$ cat src/design/apb_pkg.sv
// Shared types, register indexes and arithmetic helpers for the pixel blend core.
package apb_pkg;

  localparam int unsigned InDataW  = 192;
  localparam int unsigned OutDataW = 32;
  localparam int unsigned CfgIdxW  = 2;
  localparam int unsigned CfgDataW = 8;
  localparam int unsigned NumChan  = 4;
  localparam int unsigned PipeDepth = 4;

  localparam logic [CfgIdxW-1:0] RegBlendMode = 2'd0;
  localparam logic [CfgIdxW-1:0] RegOpacity   = 2'd1;

  typedef enum logic [1:0] {
    MODE_CONST_ALPHA = 2'd0,
    MODE_BILINEAR    = 2'd1,
    MODE_BILINEAR_OPA = 2'd2
  } blend_mode_e;

  // Load enables of the three lane stages.
  typedef struct packed {
    logic s1;
    logic s2;
    logic s3;
  } apb_stage_en_t;

  // Byte lerp in a 16-bit lane: a + (((b - a) * w) mod 2^16 >> 8), wrapped to a byte.
  function automatic logic [7:0] lerp8(input logic [7:0] a, input logic [7:0] b,
                                       input logic [8:0] w);
    logic [15:0] diff;
    logic [24:0] prod;
    diff = {8'h00, b} - {8'h00, a};
    prod = diff * w;
    return a + prod[15:8];
  endfunction

endpackage

$ cat src/design/affine_pixel_blend_core.sv
// Pixel blend core: bilinear sampling and blending of texels into a destination pixel.
// The core takes one input word per clock and returns one result word per clock while the
// output is not stalled. Each word passes four register stages (row lerps, column lerp,
// opacity scale, destination blend), and its result is offered from the last of them, the
// output register. Every stage has its own valid bit and fills bubbles, so while a finished
// result waits on the output register the input stays ready until the three stages behind
// it have filled. blend_mode and opacity are sampled live and must only be written while no
// word is in flight.
module affine_pixel_blend_core import apb_pkg::*; (
  input  logic                clk_i,
  input  logic                rst_ni,
  input  logic                cfg_we_i,
  input  logic [CfgIdxW-1:0]  cfg_idx_i,
  input  logic [CfgDataW-1:0] cfg_wdata_i,
  input  logic                s_axis_tvalid,
  output logic                s_axis_tready,
  // dest_pixel, texel_top_left, texel_top_right, texel_bottom_left,
  // texel_bottom_right, frac_x, frac_y (from bit 0 up)
  input  logic [InDataW-1:0]  s_axis_tdata,
  output logic                m_axis_tvalid,
  input  logic                m_axis_tready,
  // result_pixel
  output logic [OutDataW-1:0] m_axis_tdata
);

  logic [1:0]  mode_q;
  logic [7:0]  opacity_q;

  logic        vld1_q, vld2_q, vld3_q, vld4_q;
  logic        rdy1, rdy2, rdy3, rdy4;
  apb_stage_en_t en;
  logic        en4;

  logic [31:0] dest_in, tl_in, tr_in, bl_in, br_in;
  logic [15:0] frac_x_in, frac_y_in;
  logic [8:0]  fx;
  logic [8:0]  fy_d, fy_q;
  logic [31:0] dest1_q, dest2_q, dest3_q;
  logic [31:0] val3;
  logic [31:0] res_d, res_q;

  always_ff @(posedge clk_i or negedge rst_ni) begin
    if (!rst_ni) begin
      mode_q    <= MODE_CONST_ALPHA;
      opacity_q <= 8'hFF;
    end else if (cfg_we_i) begin
      if (cfg_idx_i == RegBlendMode) begin
        mode_q <= cfg_wdata_i[1:0];
      end else if (cfg_idx_i == RegOpacity) begin
        opacity_q <= cfg_wdata_i;
      end
    end
  end

  // A stage can load when it is empty or its word moves on in the same cycle.
  assign rdy4 = !vld4_q || m_axis_tready;
  assign rdy3 = !vld3_q || rdy4;
  assign rdy2 = !vld2_q || rdy3;
  assign rdy1 = !vld1_q || rdy2;
  assign s_axis_tready = rdy1;

  assign en.s1 = rdy1 && s_axis_tvalid;
  assign en.s2 = rdy2 && vld1_q;
  assign en.s3 = rdy3 && vld2_q;
  assign en4   = rdy4 && vld3_q;

  always_ff @(posedge clk_i or negedge rst_ni) begin
    if (!rst_ni) begin
      vld1_q <= 1'b0;
      vld2_q <= 1'b0;
      vld3_q <= 1'b0;
      vld4_q <= 1'b0;
    end else begin
      if (rdy1) vld1_q <= s_axis_tvalid;
      if (rdy2) vld2_q <= vld1_q;
      if (rdy3) vld3_q <= vld2_q;
      if (rdy4) vld4_q <= vld3_q;
    end
  end

  assign dest_in   = s_axis_tdata[31:0];
  assign tl_in     = s_axis_tdata[63:32];
  assign tr_in     = s_axis_tdata[95:64];
  assign bl_in     = s_axis_tdata[127:96];
  assign br_in     = s_axis_tdata[159:128];
  assign frac_x_in = s_axis_tdata[175:160];
  assign frac_y_in = s_axis_tdata[191:176];

  assign fx   = {1'b0, frac_x_in[15:8]};
  // The vertical weight reaches 256 when the top fraction bit is set and the high byte is full.
  assign fy_d = {1'b0, frac_y_in[15:8]} + {8'h00, frac_y_in[15]};

  always_ff @(posedge clk_i) begin
    if (en.s1) begin
      fy_q    <= fy_d;
      dest1_q <= dest_in;
    end
    if (en.s2) dest2_q <= dest1_q;
    if (en.s3) dest3_q <= dest2_q;
  end

  for (genvar c = 0; c < NumChan; c++) begin : g_lane
    apb_lane u_lane (
      .clk_i     (clk_i),
      .en_i      (en),
      .mode_i    (mode_q),
      .opacity_i (opacity_q),
      .dest_i    (dest_in[8*c +: 8]),
      .tl_i      (tl_in[8*c +: 8]),
      .tr_i      (tr_in[8*c +: 8]),
      .bl_i      (bl_in[8*c +: 8]),
      .br_i      (br_in[8*c +: 8]),
      .fx_i      (fx),
      .fy_i      (fy_q),
      .val_o     (val3[8*c +: 8])
    );
  end

  // Stage 4, bilinear modes only: additive destination blend weighted by the sampled alpha.
  always_comb begin
    logic [7:0]  dc;
    logic [15:0] dprod;
    logic [8:0]  keep;
    logic [8:0]  sum;
    res_d = val3;
    for (int c = 0; c < NumChan; c++) begin
      dc    = dest3_q[8*c +: 8];
      dprod = dc * val3[31:24];
      keep  = {1'b0, dc} - {1'b0, dprod[15:8]};
      sum   = {1'b0, val3[8*c +: 8]} + keep;
      if (mode_q != MODE_CONST_ALPHA) begin
        res_d[8*c +: 8] = sum[8] ? 8'hFF : sum[7:0];
      end
    end
  end

  always_ff @(posedge clk_i) begin
    if (en4) begin
      res_q <= res_d;
    end
  end

  assign m_axis_tvalid = vld4_q;
  assign m_axis_tdata  = res_q;

endmodule

$ cat src/design/apb_lane.sv
// One 8-bit channel of the blend datapath: horizontal lerp, vertical lerp, opacity scale.
module apb_lane import apb_pkg::*; (
  input  logic          clk_i,
  input  apb_stage_en_t en_i,
  input  logic [1:0]    mode_i,
  input  logic [7:0]    opacity_i,
  input  logic [7:0]    dest_i,
  input  logic [7:0]    tl_i,
  input  logic [7:0]    tr_i,
  input  logic [7:0]    bl_i,
  input  logic [7:0]    br_i,
  input  logic [8:0]    fx_i,
  input  logic [8:0]    fy_i,
  output logic [7:0]    val_o
);

  logic        const_mode;
  logic        scale_mode;
  logic [15:0] diff_s1;
  logic [23:0] kprod_s1;
  logic [15:0] p1_d, p1_q;
  logic [7:0]  dest1_q;
  logic [15:0] sum_s2;
  logic [7:0]  m2_d, m2_q;
  logic [8:0]  opas;
  logic [16:0] sprod_s3;
  logic [7:0]  v3_d, v3_q;

  assign const_mode = (mode_i == MODE_CONST_ALPHA);
  assign scale_mode = (mode_i >= MODE_BILINEAR_OPA);

  // Stage 1: the constant-alpha product, or the top and bottom row lerps packed together.
  always_comb begin
    diff_s1  = {8'h00, tl_i} - {8'h00, dest_i};
    kprod_s1 = diff_s1 * opacity_i;
    if (const_mode) begin
      p1_d = kprod_s1[15:0];
    end else begin
      p1_d = {lerp8(tl_i, tr_i, fx_i), lerp8(bl_i, br_i, fx_i)};
    end
  end

  always_ff @(posedge clk_i) begin
    if (en_i.s1) begin
      p1_q    <= p1_d;
      dest1_q <= dest_i;
    end
  end

  // Stage 2: finish the constant-alpha blend, or lerp between the two rows.
  always_comb begin
    sum_s2 = {dest1_q, 8'h00} + p1_q;
    if (const_mode) begin
      m2_d = sum_s2[15:8];
    end else begin
      m2_d = lerp8(p1_q[15:8], p1_q[7:0], fy_i);
    end
  end

  always_ff @(posedge clk_i) begin
    if (en_i.s2) begin
      m2_q <= m2_d;
    end
  end

  // Stage 3: optional opacity scale; an opacity of 255 maps to a factor of 256.
  always_comb begin
    opas     = {1'b0, opacity_i} + {8'h00, opacity_i[7]};
    sprod_s3 = m2_q * opas;
    if (scale_mode) begin
      v3_d = sprod_s3[15:8];
    end else begin
      v3_d = m2_q;
    end
  end

  always_ff @(posedge clk_i) begin
    if (en_i.s3) begin
      v3_q <= v3_d;
    end
  end

  assign val_o = v3_q;

endmodule

$ cat config.mk
export PLATFORM = sky130hd
export DESIGN_NAME = affine_pixel_blend_core
export DESIGN_NICKNAME = d
export VERILOG_FILES = /design/src/design/apb_pkg.sv /design/src/design/affine_pixel_blend_core.sv /design/src/design/apb_lane.sv
export SDC_FILE = /design/constraint.sdc
export NUM_CORES = 2
export LEC_CHECK = 0
export ABC_AREA = 0
export BUFFER_PORTS_ARGS = -buffer_cell sky130_fd_sc_hd__buf_2
export CORE_MARGIN = 4
export CORE_UTILIZATION = 60
export DETAILED_ROUTE_END_ITERATION = 16
export PLACE_DENSITY_LB_ADDON = 0.25
export SLEW_MARGIN = 15
export SYNTH_ARGS = -nofsm -noshare
export SYNTH_HDL_FRONTEND = slang
export SYNTH_HIERARCHICAL = 1
export SYNTH_SLANG_ARGS = --single-unit
$ cat constraint.sdc
create_clock -name clk_i -period 7.5 [get_ports clk_i]
set_clock_uncertainty 0.1 [all_clocks]
set_input_delay 0 -clock clk_i [delete_from_list [all_inputs] [get_ports clk_i]]
set_output_delay 0 -clock clk_i [all_outputs]
set_load 0.01 [all_outputs]
==> results.md <==
- Final count of hold timing violations: 0
- Time the final worst path needs with I/O delays and setup: 7320 ps
- Register-to-register path setup slack: 180 ps
- CTS clock-pin slew for the worst setup and hold paths: 60 ps
- Die outline width: 366 µm
- Global-route congestion overflow total: 0
- Largest area contributor in the netlist: sky130_fd_sc_hd__fa_1
- Yosys reg bits: 311
- Synth Area per Inst: 9.17 µm²
- Placeable Area: 128000 µm²
- H-tree levels: 2
- Biggest cell delay along the critical path: 570 ps
- Worst R2R Path Depth: 26
- TritonCTS clock tree: yes
- Post-Synthesis Cells: 8399
- Critical path buffer and inverter count: 3
- Highest clock rate: 0.137 GHz
- Detail Route Antenna Nets: 0
- Placer's final routability congestion estimate: 0.912
- Worst setup path category: reg -> reg
- HPWL after DPL: 155000 µm
- Largest cells by area after synthesis: sky130_fd_sc_hd__fa_1 (34%), sky130_fd_sc_hd__ha_1 (14%), sky130_fd_sc_hd__edfxtp_1 (12%)
- Tightest Pin Transition: 1120 ps
- Commonest non-fill, non-tap cell in the layout: sky130_fd_sc_hd__inv_1
- Endpoints failing setup: 0
- Worst min-delay path category: in -> reg
- Number of core rows: 131
- Largest delay share family, worst path: adder cells
- DR iter-0 viols: 3990
- Cell area after synthesis: 77000 µm²
- Via count of the routed design: 57700
- Clock latency on the worst-skew pair: 590 ps
- DRC violation count after routing: 0
- Slew Limit Headroom: 25.1%
- Leading cell types in the layout, fill and taps excluded: sky130_fd_sc_hd__inv_1 (1801), sky130_fd_sc_hd__fa_1 (1305), sky130_fd_sc_hd__nand2_1 (988)
- Share of synthesized area occupied by flip-flops and latches: 12.0%
- Number of optimization iterations in the first detailed-route pass: 6
- Number of distinct library cells after synthesis: 93
- Via count of the first global-routing pass: 61800
- Max clock buf depth: 3
- Starting density of the core: 60.4%
- RSZ-0062 raised after global routing: yes
- Final Cycle Share: 97.6%
- Outcome: complete, no violations
- Post-layout utilization of the core: 66.1%
- Cell chosen for the clock root: sky130_fd_sc_hd__clkbuf_16
- Global-route wire length before repair: 313000 µm
- Capturing element type of the critical path: flip-flop
- Worst hold path cell count: 5
- Share of flip-flops with an asynchronous set or reset: 4.50%
- Number of nets at the end of the flow: 11200
- Share of final-layout standard cells stronger than drive strength 1: 8.33%
- Maximum fanout along the worst path: 8
- Antenna violations before repair: 5
- Number of buffer cells added on primary ports: 224
- Overall die area: 134000 µm²
- Final wirelength: 189000 µm
- Area Overhead vs Synth: 9.46%
- Critical Path AT: 7590 ps
- WP depth: 26
- Number of max-cap violations: 0
- Critical-path top delay cell: sky130_fd_sc_hd__fa_1
- Total number of clock tree sinks: 311
- Number of slew-limit violations in the final report: 0
- Critical path startpoint category: flip-flop
- GR Util All Layers: 28.6%
- Yosys warning total: 6
- Maximum number of pins on one net before global-route repair: 69
- Leading register cell type out of synthesis: sky130_fd_sc_hd__edfxtp_1
- Most used cell along the critical path: sky130_fd_sc_hd__fa_1
- Share of Yosys cell area claimed by the top area cell type: 34.1%
- Vias per cell: 5.48
- WP data required: 7770 ps
- Post-DR wirelength/cell: 18.0 µm
- Number of primary I/O pins: 241
- CTS buffer count: 39
- EDFF count, synth: 297
- Height of the die: 366 µm
-- layout make-up --
cell class                 count  area, µm²
multi-input combinational   6121      60900
sequential                   311       9280
timing repair buffer         571       4060
clock inverter                26        215
fill                       10100      43200
tap                         1662       2080
clock buffer                  45        998
inverter                    1805       6780
antenna                        1       2.50
-- Yosys cell counts, types with 7 or more instances --
library cell and instances:
sky130_fd_sc_hd__nand3b_1 7, sky130_fd_sc_hd__nor3_1 92, sky130_fd_sc_hd__nand3_1 54, sky130_fd_sc_hd__xor2_1 181
sky130_fd_sc_hd__a21boi_0 14, sky130_fd_sc_hd__xnor3_1 11, sky130_fd_sc_hd__a21o_1 63, sky130_fd_sc_hd__o41ai_1 20
sky130_fd_sc_hd__dfstp_2 8, sky130_fd_sc_hd__a211oi_1 14, sky130_fd_sc_hd__o211ai_1 8, sky130_fd_sc_hd__o21a_1 40
sky130_fd_sc_hd__o31ai_1 19, sky130_fd_sc_hd__edfxtp_1 297, sky130_fd_sc_hd__o41ai_2 7, sky130_fd_sc_hd__nand2_1 995
sky130_fd_sc_hd__nand4b_1 12, sky130_fd_sc_hd__fa_1 1311, sky130_fd_sc_hd__xnor2_1 354, sky130_fd_sc_hd__ha_1 882
sky130_fd_sc_hd__o21ai_0 112, sky130_fd_sc_hd__mux2_2 28, sky130_fd_sc_hd__or3_1 18, sky130_fd_sc_hd__o21bai_1 28
sky130_fd_sc_hd__or2_2 29, sky130_fd_sc_hd__a31oi_1 48, sky130_fd_sc_hd__nor2_1 352, sky130_fd_sc_hd__and3_1 26
sky130_fd_sc_hd__and2b_1 7, sky130_fd_sc_hd__and2_1 670, sky130_fd_sc_hd__clkbuf_1 176, sky130_fd_sc_hd__nand2b_1 116
sky130_fd_sc_hd__a21oi_1 227, sky130_fd_sc_hd__nand4_1 17, sky130_fd_sc_hd__o21ai_1 23, sky130_fd_sc_hd__nor2b_1 192
sky130_fd_sc_hd__mux2i_1 16, sky130_fd_sc_hd__inv_1 1802
-- state kept, by name, summed over array words and instances, names as in the netlist, 2 cells and up --
name,cells
g_lane.u_lane/dest1_q,32
dest2_q,32
opacity_q,8
g_lane.u_lane/p1_q,64
dest3_q,32
m_axis_tdata,32
g_lane.u_lane/m2_q,32
dest1_q,32
mode_q,2
g_lane.u_lane/val_o,32
fy_q,9
-- through the flow --
step	instances	setup slack, ps	area [µm²]	setup TNS [ps]	hold WS, ps
after floorplan	8426	140	77100	0	-396
after global placement	10300	-49.7	81400	-49.7	-167
after detailed placement	10300	-234	81400	-687	-166
after CTS	10500	37.4	83500	0	1.67
after global routing	10500	-116	84300	-322	45.3
final	10500	178	84300	0	24.3
-- cell families (layout without fill, tap and decap cells) --
logic type / count (synthesis) / after routing / synth area share [%]
AO/OA/AOI/OAI: 693 / 693 / 5.97
XOR/XNOR: 546 / 546 / 6.41
adder cells (fa/ha/maj): 2193 / 2193 / 48.4
buffers and inverters: 1994 / 2447 / 9.75
flip-flops: 311 / 311 / 12.0
multiplexers: 44 / 44 / 0.617
other: 1 / 29 / 0.00487
AND/OR/NAND/NOR: 2617 / 2617 / 16.8
-- routing by layer --
| layer | track usage, % | wire length, µm | up-vias |
|---|---|---|---|
| met5 | 0 | 31 | - |
| met2 | 49.8 | 93800 | 1697 |
| met4 | 9.81 | 7050 | 4 |
| li1 | - | - | 26700 |
| met3 | 2.72 | 10900 | 398 |
| met1 | 37.7 | 77600 | 28900 |
-- final timing paths --
check / from / endpoint
max in group asynchronous: rst_ni / mode_q[1]
hold / removal: s_axis_tdata[108] / g_lane[1].u_lane/p1_q[4]
hold reg to reg: dest1_q[0] / dest2_q[0]
min in group asynchronous: rst_ni / opacity_q[3]
setup / recovery: g_lane[1].u_lane/p1_q[8] / g_lane[1].u_lane/m2_q[7]
setup reg to reg: g_lane[1].u_lane/p1_q[8] / g_lane[1].u_lane/m2_q[7]
-- worst register-to-register path, stage by stage (launching register included) --
cell and delay, ps:
sky130_fd_sc_hd__edfxtp_1 440, sky130_fd_sc_hd__ha_1 220, sky130_fd_sc_hd__fa_1 390, sky130_fd_sc_hd__nand2b_1 160, sky130_fd_sc_hd__a21boi_1 210, sky130_fd_sc_hd__o31ai_1 120
sky130_fd_sc_hd__a211o_1 410, sky130_fd_sc_hd__nand2_1 190, sky130_fd_sc_hd__fa_1 520, sky130_fd_sc_hd__inv_1 190, sky130_fd_sc_hd__fa_1 470, sky130_fd_sc_hd__fa_1 580
sky130_fd_sc_hd__inv_1 60, sky130_fd_sc_hd__fa_1 500, sky130_fd_sc_hd__inv_1 50, sky130_fd_sc_hd__ha_1 310, sky130_fd_sc_hd__and3_1 180, sky130_fd_sc_hd__a21oi_1 120
sky130_fd_sc_hd__o21ai_1 140, sky130_fd_sc_hd__or4_1 450, sky130_fd_sc_hd__nand2_1 100, sky130_fd_sc_hd__xor2_1 180, sky130_fd_sc_hd__a21oi_1 100, sky130_fd_sc_hd__ha_1 360
sky130_fd_sc_hd__a21oi_1 180, sky130_fd_sc_hd__xnor2_1 100, sky130_fd_sc_hd__xnor2_1 280
-- what timing repair did --
item,4_1_cts,5_1_grt
hold buffers,90,0
gates resized for setup,0,115
setup buffers,0,33
endpoints found under the setup margin,0,35
hold endpoints to repair,162,0
Power is not shown: default switching activity piles up to over one toggle a cycle in this logic, so the estimate is an artifact.
